===== src/hw/rtl/angle_trimmed_mean_adaptive_lowpass_unit_defines.svh =====
// Assertion macros for the angle low-pass filter RTL.
// Included by the filter top, the only file that carries concurrent assertions; depends on nothing.
`ifndef ANGLE_TRIMMED_MEAN_ADAPTIVE_LOWPASS_UNIT_DEFINES_SVH
`define ANGLE_TRIMMED_MEAN_ADAPTIVE_LOWPASS_UNIT_DEFINES_SVH

// Same-cycle implication, checked outside reset.
`define ATMAL_ASSERT_IMP(label, clk, rstn, ante, cons) \
  label: assert property (@(posedge clk) disable iff (!(rstn)) (ante) |-> (cons)) \
    else $error("atmal assertion failed");

// Next-cycle implication, checked outside reset.
`define ATMAL_ASSERT_NXT(label, clk, rstn, ante, cons) \
  label: assert property (@(posedge clk) disable iff (!(rstn)) (ante) |=> (cons)) \
    else $error("atmal assertion failed");

`endif


===== src/hw/rtl/atmal_pkg.sv =====
// Shared widths, register indexes and divider handshake types for the
// angle low-pass filter. No dependencies.
package atmal_pkg;

  localparam int RAW_W   = 12;
  localparam int ANGLE_W = 16;
  localparam int CFG_W   = 16;
  localparam int DIV_W   = 32;
  localparam int DVS_W   = 16;
  localparam int PADDR_W = 4;
  localparam int PDATA_W = 32;

  localparam logic [1:0] REG_WEIGHT_LO = 2'd0;
  localparam logic [1:0] REG_WEIGHT_HI = 2'd1;
  localparam logic [1:0] REG_STEP_LIM  = 2'd2;

  localparam logic [CFG_W-1:0] WEIGHT_LO_RST = 16'd6554;
  localparam logic [CFG_W-1:0] WEIGHT_HI_RST = 16'd52429;
  localparam logic [CFG_W-1:0] STEP_LIM_RST  = 16'd1820;

  typedef struct packed {
    logic             start;
    logic [DIV_W-1:0] dividend;
    logic [DVS_W-1:0] divisor;
  } atmal_div_req_t;

  typedef struct packed {
    logic             busy;
    logic             done;
    logic [DIV_W-1:0] quotient;
  } atmal_div_rsp_t;

endpackage


===== src/hw/rtl/atmal_in_if.sv =====
// Input stream channel carrying one raw encoder count per beat.
// Depends on atmal_pkg.
interface atmal_in_if import atmal_pkg::*; ();
  logic             valid;
  logic             ready;
  logic [RAW_W-1:0] raw_angle;

  modport source (output valid, output raw_angle, input ready);
  modport sink (input valid, input raw_angle, output ready);
endinterface


===== src/hw/rtl/atmal_out_if.sv =====
// Output stream channel carrying one filtered angle per beat.
// Depends on atmal_pkg.
interface atmal_out_if import atmal_pkg::*; ();
  logic               valid;
  logic               ready;
  logic [ANGLE_W-1:0] filtered_angle;

  modport source (output valid, output filtered_angle, input ready);
  modport sink (input valid, input filtered_angle, output ready);
endinterface


===== src/hw/rtl/atmal_cell.sv =====
// One window cell: holds a single angle sample and passes it on to its
// neighbour whenever the chain moves. Depends on atmal_pkg.
module atmal_cell import atmal_pkg::*; (
  input  logic               clk_i,
  input  logic               rst_ni,
  input  logic               en_i,
  input  logic [ANGLE_W-1:0] sample_i,
  output logic [ANGLE_W-1:0] sample_o
);

  logic [ANGLE_W-1:0] sample_q;

  always_ff @(posedge clk_i or negedge rst_ni) begin
    if (!rst_ni) begin
      sample_q <= '0;
    end else if (en_i) begin
      sample_q <= sample_i;
    end
  end

  assign sample_o = sample_q;

endmodule


===== src/hw/rtl/atmal_div.sv =====
// Restoring unsigned divider, one quotient bit per cycle.
// Depends on atmal_pkg for the request and response structs.
module atmal_div import atmal_pkg::*; (
  input  logic           clk_i,
  input  logic           rst_ni,
  input  atmal_div_req_t req_i,
  output atmal_div_rsp_t rsp_o
);

  localparam int CntW = $clog2(DIV_W);

  logic             busy_q, busy_d;
  logic             done_q, done_d;
  logic [CntW-1:0]  cnt_q, cnt_d;
  logic [DVS_W-1:0] rem_q, rem_d;
  logic [DIV_W-1:0] quo_q, quo_d;
  logic [DVS_W-1:0] dvs_q, dvs_d;
  logic [DVS_W:0]   shifted;
  logic [DVS_W:0]   trial;
  logic             fits;

  always_comb begin
    shifted = {rem_q, quo_q[DIV_W-1]};
    trial   = shifted - {1'b0, dvs_q};
    fits    = shifted >= {1'b0, dvs_q};
    busy_d  = busy_q;
    done_d  = 1'b0;
    cnt_d   = cnt_q;
    rem_d   = rem_q;
    quo_d   = quo_q;
    dvs_d   = dvs_q;
    if (req_i.start) begin
      busy_d = 1'b1;
      cnt_d  = '0;
      rem_d  = '0;
      quo_d  = req_i.dividend;
      dvs_d  = req_i.divisor;
    end else if (busy_q) begin
      rem_d = fits ? trial[DVS_W-1:0] : shifted[DVS_W-1:0];
      quo_d = {quo_q[DIV_W-2:0], fits};
      cnt_d = cnt_q + 1'b1;
      if (cnt_q == CntW'(DIV_W - 1)) begin
        busy_d = 1'b0;
        done_d = 1'b1;
      end
    end
  end

  always_ff @(posedge clk_i or negedge rst_ni) begin
    if (!rst_ni) begin
      busy_q <= 1'b0;
      done_q <= 1'b0;
      cnt_q  <= '0;
    end else begin
      busy_q <= busy_d;
      done_q <= done_d;
      cnt_q  <= cnt_d;
    end
  end

  always_ff @(posedge clk_i) begin
    rem_q <= rem_d;
    quo_q <= quo_d;
    dvs_q <= dvs_d;
  end

  assign rsp_o.busy     = busy_q;
  assign rsp_o.done     = done_q;
  assign rsp_o.quotient = quo_q;

endmodule


===== src/hw/rtl/angle_trimmed_mean_adaptive_lowpass_unit.sv =====
// Angle trimmed-mean filter with adaptive exponential smoothing.
// Channels: in_i takes one 12-bit raw encoder count per beat (4096 per turn);
// out_o delivers one 16-bit filtered angle per beat (65536 per turn), one
// result for every input beat, in order. The APB port holds the weight floor,
// the weight ceiling and the step limit at byte addresses 0, 4 and 8; write it
// only while the block is idle.
// Sequence: an accepted beat moves through a window scan, the trimmed sum
// and its reciprocal multiplication, the unwrap and the weight product, a
// division for the blend weight and the blend; the result is then loaded
// into the output register. The division is skipped when the step limit is
// zero. The next input beat can be accepted in the cycle after the load, so
// the block takes no new beat while one is still in progress.
// The result sits in an output register, so the next input beat is taken
// while a finished result still waits; if the receiver is still stalled when
// the following result is ready, the block holds it and stops taking input.
// Reset clears the sample window, the smoothed angle and the output valid,
// and loads the default configuration.
// Depends on atmal_pkg, atmal_in_if, atmal_out_if, atmal_cell and atmal_div.
`include "angle_trimmed_mean_adaptive_lowpass_unit_defines.svh"

module angle_trimmed_mean_adaptive_lowpass_unit import atmal_pkg::*; #(
  parameter int WINDOW = 8
) (
  input  logic                clk_i,
  input  logic                rst_ni,
  atmal_in_if.sink            in_i,
  atmal_out_if.source         out_o,
  input  logic                psel,
  input  logic                penable,
  input  logic                pwrite,
  input  logic [PADDR_W-1:0]  paddr,
  input  logic [PDATA_W-1:0]  pwdata,
  output logic [PDATA_W-1:0]  prdata,
  output logic                pready
);

  localparam int SumW = ANGLE_W + $clog2(WINDOW);
  localparam int CntW = $clog2(WINDOW);
  // The trimmed mean divides by a constant, done as a multiplication by a
  // rounded-up reciprocal that is exact for every sum below 2**SumW.
  localparam int     MeanDiv = WINDOW - 2;
  localparam int     MeanSh  = SumW + $clog2(MeanDiv);
  localparam longint MeanRcp = ((longint'(1) << MeanSh) + longint'(MeanDiv) - 1) /
                               longint'(MeanDiv);
  localparam logic [SumW:0] MeanMul = (SumW + 1)'(MeanRcp);

  localparam logic [3:0] S_IDLE  = 4'd0;
  localparam logic [3:0] S_SCAN  = 4'd1;
  localparam logic [3:0] S_TRIM  = 4'd2;
  localparam logic [3:0] S_MEAN  = 4'd3;
  localparam logic [3:0] S_DIFF  = 4'd4;
  localparam logic [3:0] S_PROD  = 4'd5;
  localparam logic [3:0] S_AREQ  = 4'd6;
  localparam logic [3:0] S_AWAIT = 4'd7;
  localparam logic [3:0] S_MULB  = 4'd8;
  localparam logic [3:0] S_OUT   = 4'd9;

  // Configuration registers and APB port.
  logic [CFG_W-1:0] amin_q, amax_q, dmax_q;
  logic             cfg_wr;

  assign pready = 1'b1;
  assign cfg_wr = psel && penable && pwrite;

  always_ff @(posedge clk_i or negedge rst_ni) begin
    if (!rst_ni) begin
      amin_q <= WEIGHT_LO_RST;
      amax_q <= WEIGHT_HI_RST;
      dmax_q <= STEP_LIM_RST;
    end else if (cfg_wr) begin
      unique case (paddr[3:2])
        REG_WEIGHT_LO: amin_q <= pwdata[CFG_W-1:0];
        REG_WEIGHT_HI: amax_q <= pwdata[CFG_W-1:0];
        REG_STEP_LIM:  dmax_q <= pwdata[CFG_W-1:0];
        default: ;
      endcase
    end
  end

  always_comb begin
    unique case (paddr[3:2])
      REG_WEIGHT_LO: prdata = PDATA_W'(amin_q);
      REG_WEIGHT_HI: prdata = PDATA_W'(amax_q);
      REG_STEP_LIM:  prdata = PDATA_W'(dmax_q);
      default:       prdata = '0;
    endcase
  end

  // Sequencer and datapath registers.
  logic [3:0]          state_q, state_d;
  logic [CntW-1:0]     cnt_q, cnt_d;
  logic [SumW-1:0]     sum_q, sum_d;
  logic [ANGLE_W-1:0]  lo_q, lo_d, hi_q, hi_d;
  logic [SumW-1:0]     trim_q, trim_d;
  logic [ANGLE_W-1:0]  nv_q, nv_d;
  logic [ANGLE_W-1:0]  cur_q, cur_d;
  logic signed [16:0]  diff_q, diff_d;
  logic [ANGLE_W-1:0]  delta_q, delta_d;
  logic [DIV_W-1:0]    prod_q, prod_d;
  logic                span_neg_q, span_neg_d;
  logic [CFG_W-1:0]    alpha_q, alpha_d;
  logic signed [33:0]  blend_q, blend_d;
  logic                out_valid_q, out_valid_d;
  logic [ANGLE_W-1:0]  out_data_q, out_data_d;

  logic                accept;
  logic                chain_en;
  logic [ANGLE_W-1:0]  head_in;
  logic [ANGLE_W-1:0]  tail_val;
  logic [ANGLE_W-1:0]  cell_val [WINDOW];
  logic                out_free;
  logic                load_out;
  logic [2*SumW:0]     mean_prod;
  logic signed [17:0]  diff_raw, diff_adj, diff_abs;
  logic signed [16:0]  span;
  logic [CFG_W-1:0]    span_mag;
  logic [CFG_W-1:0]    delta_clip;
  logic [ANGLE_W-1:0]  next_angle;
  atmal_div_req_t      div_req;
  atmal_div_rsp_t      div_rsp;

  assign in_i.ready = (state_q == S_IDLE);
  assign accept     = in_i.valid && in_i.ready;

  // Window ring: a new sample enters at the head; during the scan the ring
  // rotates once round, feeding the tail value to the accumulators.
  assign chain_en = accept || (state_q == S_SCAN);
  assign head_in  = accept ? {in_i.raw_angle, 4'b0000} : tail_val;
  assign tail_val = cell_val[WINDOW-1];

  for (genvar i = 0; i < WINDOW; i++) begin : g_cell
    atmal_cell u_cell (
      .clk_i    (clk_i),
      .rst_ni   (rst_ni),
      .en_i     (chain_en),
      .sample_i ((i == 0) ? head_in : cell_val[(i == 0) ? 0 : i - 1]),
      .sample_o (cell_val[i])
    );
  end

  atmal_div u_div (
    .clk_i  (clk_i),
    .rst_ni (rst_ni),
    .req_i  (div_req),
    .rsp_o  (div_rsp)
  );

  assign out_free   = !out_valid_q || out_o.ready;
  assign load_out   = (state_q == S_OUT) && out_free;
  assign next_angle = cur_q + blend_q[31:16];
  assign mean_prod  = trim_q * MeanMul;

  always_comb begin
    // Unwrap the mean to within half a turn of the smoothed angle.
    diff_raw = $signed({2'b00, nv_q}) - $signed({2'b00, cur_q});
    if (diff_raw > 18'sd32768) begin
      diff_adj = diff_raw - 18'sd65536;
    end else if (diff_raw < -18'sd32768) begin
      diff_adj = diff_raw + 18'sd65536;
    end else begin
      diff_adj = diff_raw;
    end
    diff_abs   = (diff_adj < 0) ? -diff_adj : diff_adj;
    span       = $signed({1'b0, amax_q}) - $signed({1'b0, amin_q});
    span_mag   = (span < 0) ? CFG_W'(-span) : CFG_W'(span);
    delta_clip = (delta_q > dmax_q) ? dmax_q : delta_q;
  end

  always_comb begin
    state_d     = state_q;
    cnt_d       = cnt_q;
    sum_d       = sum_q;
    lo_d        = lo_q;
    hi_d        = hi_q;
    trim_d      = trim_q;
    nv_d        = nv_q;
    cur_d       = cur_q;
    diff_d      = diff_q;
    delta_d     = delta_q;
    prod_d      = prod_q;
    span_neg_d  = span_neg_q;
    alpha_d     = alpha_q;
    blend_d     = blend_q;
    out_valid_d = out_valid_q && !out_o.ready;
    out_data_d  = out_data_q;
    div_req.start    = 1'b0;
    div_req.dividend = prod_q;
    div_req.divisor  = dmax_q;

    unique case (state_q)
      S_IDLE: begin
        if (accept) begin
          cnt_d   = '0;
          sum_d   = '0;
          lo_d    = '1;
          hi_d    = '0;
          state_d = S_SCAN;
        end
      end
      S_SCAN: begin
        sum_d = sum_q + SumW'(tail_val);
        lo_d  = (tail_val < lo_q) ? tail_val : lo_q;
        hi_d  = (tail_val > hi_q) ? tail_val : hi_q;
        cnt_d = cnt_q + 1'b1;
        if (cnt_q == CntW'(WINDOW - 1)) begin
          state_d = S_TRIM;
        end
      end
      S_TRIM: begin
        trim_d  = sum_q - SumW'(lo_q) - SumW'(hi_q);
        state_d = S_MEAN;
      end
      S_MEAN: begin
        nv_d    = mean_prod[MeanSh +: ANGLE_W];
        state_d = S_DIFF;
      end
      S_DIFF: begin
        diff_d  = diff_adj[16:0];
        delta_d = diff_abs[ANGLE_W-1:0];
        state_d = S_PROD;
      end
      S_PROD: begin
        if (dmax_q == '0) begin
          // Every change has reached the limit.
          alpha_d = amax_q;
          state_d = S_MULB;
        end else begin
          prod_d     = span_mag * delta_clip;
          span_neg_d = (span < 0);
          state_d    = S_AREQ;
        end
      end
      S_AREQ: begin
        div_req.start = 1'b1;
        state_d       = S_AWAIT;
      end
      S_AWAIT: begin
        if (div_rsp.done) begin
          alpha_d = span_neg_q ? amin_q - div_rsp.quotient[CFG_W-1:0]
                               : amin_q + div_rsp.quotient[CFG_W-1:0];
          state_d = S_MULB;
        end
      end
      S_MULB: begin
        blend_d = $signed({1'b0, alpha_q}) * diff_q;
        state_d = S_OUT;
      end
      S_OUT: begin
        if (load_out) begin
          cur_d       = next_angle;
          out_data_d  = next_angle;
          out_valid_d = 1'b1;
          state_d     = S_IDLE;
        end
      end
      default: state_d = S_IDLE;
    endcase
  end

  always_ff @(posedge clk_i or negedge rst_ni) begin
    if (!rst_ni) begin
      state_q     <= S_IDLE;
      cnt_q       <= '0;
      cur_q       <= '0;
      out_valid_q <= 1'b0;
    end else begin
      state_q     <= state_d;
      cnt_q       <= cnt_d;
      cur_q       <= cur_d;
      out_valid_q <= out_valid_d;
    end
  end

  always_ff @(posedge clk_i) begin
    sum_q      <= sum_d;
    lo_q       <= lo_d;
    hi_q       <= hi_d;
    trim_q     <= trim_d;
    nv_q       <= nv_d;
    diff_q     <= diff_d;
    delta_q    <= delta_d;
    prod_q     <= prod_d;
    span_neg_q <= span_neg_d;
    alpha_q    <= alpha_d;
    blend_q    <= blend_d;
    out_data_q <= out_data_d;
  end

  assign out_o.valid          = out_valid_q;
  assign out_o.filtered_angle = out_data_q;

  `ATMAL_ASSERT_NXT(a_accept_starts_scan, clk_i, rst_ni, accept, state_q == S_SCAN)
  `ATMAL_ASSERT_IMP(a_div_start_idle, clk_i, rst_ni, div_req.start, !div_rsp.busy)
  `ATMAL_ASSERT_IMP(a_div_done_awaited, clk_i, rst_ni, div_rsp.done, state_q == S_AWAIT)
  `ATMAL_ASSERT_NXT(a_load_shows_result, clk_i, rst_ni, load_out, out_valid_q && (state_q == S_IDLE))

endmodule


===== src/flat_wrapper.sv =====
// flat-port wrapper written by rule: the top's interface ports become plain ports
module angle_trimmed_mean_adaptive_lowpass_unit_flat import atmal_pkg::*;
#(
  parameter int WINDOW = 8
)
  (clk_i, rst_ni, psel, penable, pwrite, paddr, pwdata, prdata, pready, in_i_valid, in_i_raw_angle, in_i_ready, out_o_valid, out_o_filtered_angle, out_o_ready);
  atmal_in_if in_i_i ();
  atmal_out_if out_o_i ();
  input  logic clk_i;
  input  logic rst_ni;
  input  logic psel;
  input  logic penable;
  input  logic pwrite;
  input  logic [PADDR_W-1:0] paddr;
  input  logic [PDATA_W-1:0] pwdata;
  output logic [PDATA_W-1:0] prdata;
  output logic pready;
  input wire logic [$bits(in_i_i.valid)-1:0] in_i_valid;
  input wire logic [$bits(in_i_i.raw_angle)-1:0] in_i_raw_angle;
  output wire logic [$bits(in_i_i.ready)-1:0] in_i_ready;
  output wire logic [$bits(out_o_i.valid)-1:0] out_o_valid;
  output wire logic [$bits(out_o_i.filtered_angle)-1:0] out_o_filtered_angle;
  input wire logic [$bits(out_o_i.ready)-1:0] out_o_ready;
  assign in_i_i.valid = in_i_valid;
  assign in_i_i.raw_angle = in_i_raw_angle;
  assign in_i_ready = in_i_i.ready;
  assign out_o_valid = out_o_i.valid;
  assign out_o_filtered_angle = out_o_i.filtered_angle;
  assign out_o_i.ready = out_o_ready;
  angle_trimmed_mean_adaptive_lowpass_unit #(.WINDOW(WINDOW)) u_core (.clk_i(clk_i), .rst_ni(rst_ni), .in_i(in_i_i), .out_o(out_o_i), .psel(psel), .penable(penable), .pwrite(pwrite), .paddr(paddr), .pwdata(pwdata), .prdata(prdata), .pready(pready));
endmodule

===== config.mk =====
export PLATFORM = sky130hd
export DESIGN_NAME = angle_trimmed_mean_adaptive_lowpass_unit_flat
export DESIGN_NICKNAME = d
export VERILOG_FILES = /design/src/hw/rtl/atmal_pkg.sv /design/src/hw/rtl/atmal_in_if.sv /design/src/hw/rtl/atmal_out_if.sv /design/src/hw/rtl/atmal_cell.sv /design/src/hw/rtl/atmal_div.sv /design/src/hw/rtl/angle_trimmed_mean_adaptive_lowpass_unit.sv /design/src/flat_wrapper.sv
export VERILOG_INCLUDE_DIRS = /design/src /design/src/hw/rtl
export SDC_FILE = /design/constraint.sdc
export NUM_CORES = 2
export LEC_CHECK = 0
export ABC_AREA = 0
export BUFFER_PORTS_ARGS = -buffer_cell sky130_fd_sc_hd__buf_2
export CAP_MARGIN = 0
export CORE_MARGIN = 1
export CORE_UTILIZATION = 50
export CTS_CLUSTER_SIZE = 25
export DETAILED_ROUTE_END_ITERATION = 7
export PLACE_DENSITY = 0.76
export SYNTH_ARGS = -nofsm -noshare
export SYNTH_HDL_FRONTEND = slang
export SYNTH_HIERARCHICAL = 1
export SYNTH_SLANG_ARGS = --single-unit

===== constraint.sdc =====
create_clock -name clk_i -period 19.65 [get_ports clk_i]
set_input_delay 2.9475 -clock clk_i [delete_from_list [all_inputs] [get_ports clk_i]]
set_output_delay 2.9475 -clock clk_i [all_outputs]
set_load 0.01 [all_outputs]

# --- Yosys cells after proc, flatten, opt, wreduce, memory -nomap -nowiden ---
# Index checks and enable logic that the tools add are counted.
classes:
  mul: 3
  reduce_logical: 25
  muxes: 41
  bitwise: 1
  eq_ne: 20
  n_addsub: 15
  order_cmp: 8
op_table:
  columns: ["operator", "n"]
  rows:
  - ["$mux 16", 12]
  - ["$pmux 16 s2", 3]
  - ["$mux 32", 2]
  - ["$pmux 16 s3", 1]
  - ["$pmux 4 s10", 1]
  - ["$mul 19x20->38 const B", 1]
  - ["$pmux 19 s2", 1]
  - ["$sub 19x16->19", 2]
  - ["$mux 18", 2]
  - ["$sub 16x16->17", 2]
  - ["$add 16x16->16", 2]
  - ["$gt 16x16->1", 2]
  - ["$mul 16x16->32", 1]
  - ["$mul 17x17->32", 1]
  - ["$neg 16->16", 2]
  - ["$sub 16x16->16", 2]
  - ["$mux 4", 5]
  - ["$add 19x16->19", 1]
  - ["$mux 19", 1]
  - ["$add 18x18->18 const B", 1]
  - ["$gt 18x17->1 const B", 1]
  - ["$lt 18x1->1 const B", 1]
  - ["$lt 18x16->1 const B", 1]
  - ["$sub 18x18->18 const B", 1]
  - ["other kinds (30)", 64]
word_totals:
  wordCells: 146
  input_bits: 55
  register_bits: 487

# --- Logic depth before layout (Yosys ltp) ---
depth:
  ltp_word: 6
  mapped_depth: 37
  mapped_depth_nobuf: 37

# --- Modules after synthesis ---
# The synthesis kept the hierarchy.
modules_own_cells:
  columns: ["mod", "cells_per_inst", "area_each_um2", "n_inst"]
  rows:
  - ["angle_trimmed_mean_adaptive_lowpass_unit", 4042, 38872.3, 1]
  - ["atmal_cell", 34, 649.4, 8]
  - ["atmal_div", 327, 3713.6, 1]

# --- Least setup slack after synthesis ---
# No wires, ideal clock.
synth_path:
  path_kind: "register to register"
  from: "register u_core.amax_q[0]"
  to: "register u_core.prod_q[28] (data pin)"
  n_path_buf: 1
  slack_ps: 10541
  stages_incl_launch_ff: 35
  t_required_ps: 19392
  arrival_time_ps: 8851
  period_less_slack_ps: 9109
  setup_time_ps: 258
  path_cell_list: "dfstp_2 inv_1 ha_1 fa_1 nand2b_1 a21o_1 a211oi_1 o31ai_1 a211o_1 o21bai_1 a21o_1 buf_2 nor2_1 xor2_1 nor2_1 fa_1 inv_1 fa_1 fa_1 fa_1 inv_1 fa_1 inv_1 fa_1 inv_1 ha_1 and4_1 nand2_1 or4_1 a41oi_1 o211ai_1 o21ai_0 a21o_1 a21oi_1 xnor2_1"
synth_via:
  elab_chain_cells: 4
synth_rtl:
  columns: ["element", "line_no", "rtl"]
  rows:
  - ["from (decl)", "angle_trimmed_mean_adaptive_lowpass_unit.sv:59", "logic [CFG_W-1:0] amin_q, amax_q, dmax_q;"]
  - ["from (signal assigned)", "angle_trimmed_mean_adaptive_lowpass_unit.sv:73", "REG_WEIGHT_HI: amax_q <= pwdata[CFG_W-1:0];"]
  - ["$sub 16x16->17 (*)", "angle_trimmed_mean_adaptive_lowpass_unit.sv:164", "span = $signed({1'b0, amax_q}) - $signed({1'b0, amin_q});"]
  - ["$neg 16->16 or $lt 17x1->1 (tied branches)", "angle_trimmed_mean_adaptive_lowpass_unit.sv:165", "span_mag = (span < 0) ? CFG_W'(-span) : CFG_W'(span);"]
  - ["$mux 16 (*)", "angle_trimmed_mean_adaptive_lowpass_unit.sv:165", null]
  - ["$mul 16x16->32 (*)", "angle_trimmed_mean_adaptive_lowpass_unit.sv:228", "prod_d = span_mag * delta_clip;"]
  - ["to (signal assigned)", "angle_trimmed_mean_adaptive_lowpass_unit.sv:282", "prod_q <= prod_d;"]
  - ["to (decl)", "angle_trimmed_mean_adaptive_lowpass_unit.sv:99", "logic [DIV_W-1:0] prod_q, prod_d;"]
# Mark *: on every way between the ends. The rest lies on a longest branch, timed or not.
# A chain may end at the register's enable or synchronous reset.

# --- Worst setup path in the final report ---
layout_path:
  from: "register u_core.amax_q[0]"
  to: "register u_core.prod_q[30] (data pin)"
layout_via:
  elab_chain_cells: 4
layout_rtl:
  columns: ["element", "line_no", "rtl"]
  rows:
  - ["$sub 16x16->17", "angle_trimmed_mean_adaptive_lowpass_unit.sv:164", null]
  - ["named net u_core.span[16]", "angle_trimmed_mean_adaptive_lowpass_unit.sv:115", "logic signed [16:0] span;"]
  - ["$lt 17x1->1", "angle_trimmed_mean_adaptive_lowpass_unit.sv:165", null]
  - ["$mux 16", "angle_trimmed_mean_adaptive_lowpass_unit.sv:165", null]
  - ["$mul 16x16->32", "angle_trimmed_mean_adaptive_lowpass_unit.sv:228", null]
# The timed path passes the listed nets, and every way through them passes these cells.

==> metrics.cfg <==
[floorplanning]
fp.dieH_microns=311
io_pins=106
coreArea_sq_um=94900
die_x_microns=311
start_util=0.504
die-area_sq_um=96800
rows=113

[placement]
gp_congestion=0.917
hpwl_microns=83000
port_buffers=70

[worst_hold_path]
worst_hold_path_type=reg -> reg

[routing]
ant_nets=0
num_vias=32400
firstDrtPassIters=5
viasPerCell=5.41
drc=0
dr.first_iter.drc_count=2092
routed_wl_microns=106000
routedWlPerCell_microns=17.6

[critical_path]
worst-setup-path-type=reg -> reg
cp-start-kind=flip-flop
cp.arrival_ns=11.36
max_stage_delay_ns=0.94
critPathMaxFanout=14
crit_path_top_delay_cell=xnor2_1
cp_data_required_time_ns=20.01
critPathMostFrequentCell=fa_1
end_kind=flip-flop

[layout]
final_cell_mix=inv_1, fa_1, ha_1
fin_nets=5776
final_util=0.538
fillers=8023
drive_gt1_frac=0.100
layout_commonest_cell=inv_1
area_growth_pct=6.92

[cts]
cts_max_level=2
post_cts_buffers=0
cts-root-buf=clkbuf_16
tritoncts=done
clockBufferDepth=3
path_clk_slew_ns=0.06
clock_latency_ns=0.63
cts_inserted_buffers=51
cts_resized=0
ctsHoldBuffers=0
cts_sinks=470

[sta]
maxSlewHeadroom=0.183
finalMaxSlewViolations=0
final_hold_viol_count=0
setup_tns_ns=0
setup_viol=0
worstMarginPinSlew_ns=1.22
rsz0062_at_grt=false
fmax_ghz=0.0909
skew_ns=0.0317
period_needed_ns=11.00
timing.final.crit_share=0.560

[status]
status=finished, final reports clean

[global_route]
gr-total-overflow=0
antenna_found_initial=6
track_usage=0.224
first_global_vias=33900
grt_max_degree=79
grt_pass1_wl_microns=175000

[yosys]
yosysWarnings=6
syn_avg_cell_area_sq_um=10.3
syn_area_sq_um=47800
syn_inst=4640

[flow_run]
drv_cap=0

final timing paths:
path                                                startpoint                                               to  slack (ns)  depth (start not counted)
min in group asynchronous                               rst_ni  u_core/g_cell[5].u_cell/sample_o[7]$_DFFE_PN0P_        2.29                          1
min reg2reg                u_core/u_div/rem_q[15]$_SDFFE_PP0P_              u_core/u_div/rem_q[15]$_SDFFE_PP0P_        0.46                          2
max reg2reg                       u_core/amax_q[0]$_DFFE_PN1P_                      u_core/prod_q[30]$_DFFE_PP_        8.65                         33
min                        u_core/u_div/rem_q[15]$_SDFFE_PP0P_              u_core/u_div/rem_q[15]$_SDFFE_PP0P_        0.46                          2
max                               u_core/amax_q[0]$_DFFE_PN1P_                      u_core/prod_q[30]$_DFFE_PP_        8.65                         33
max in group asynchronous                               rst_ni                    u_core/amin_q[15]$_DFFE_PN0P_       15.23                          3
registers in the layout (all words and copies together), names as in the netlist, 17 cells and up:
name and count:
u_core/g_cell.u_cell/sample_o 128, u_core/prod_q 32, u_core/u_div/quo_q 32, u_core/sum_q 19, u_core/trim_q 19, u_core/diff_q 17
metal layers:
layer,wire length (microns),GRT usage
met1,44800,0.293
met2,51900,0.381
met3,5660,0.0330
met4,3080,0.0693
met5,59,0
per-stage QoR:
stage | hold WS (ns) | worst slack, ns | cell area (sq um) | cells
2_1_floorplan | 0.428 | 10.54 | 47800 | 4655
3_3_place_gp | 0.439 | 8.89 | 49300 | 5895
3_5_place_dp | 0.457 | 8.77 | 49300 | 5895
4_1_cts | 0.469 | 8.74 | 51100 | 5991
5_1_grt | 0.502 | 8.14 | 51100 | 5991
6_report | 0.464 | 8.65 | 51100 | 5994
area by class of cell:
class,instances,area [sq um],area share
diodes,3,7.51,0.000147
clock buffers,68,1410,0.0276
clock inverters,28,325,0.00637
inverters,794,2980,0.0583
multi-input cells,3258,31200,0.610
flip-flops and latches,470,12900,0.253
well taps,1265,1580,0.0310
repair buffers,108,646,0.0126
critical path: cells and delay by family, from the launching register on:
kind	cells	cell delay, ns
AND/OR/NAND/NOR	5	1.25
flip-flops	1	0.55
XOR/XNOR	2	1.08
adder cells (fa/ha/maj)	9	4.20
AO/OA/AOI/OAI	11	3.24
buffers and inverters	6	0.42
Power is left out: the tool's default activity adds up to more than one toggle a clock period on the data nets, which glitch-free logic cannot reach.
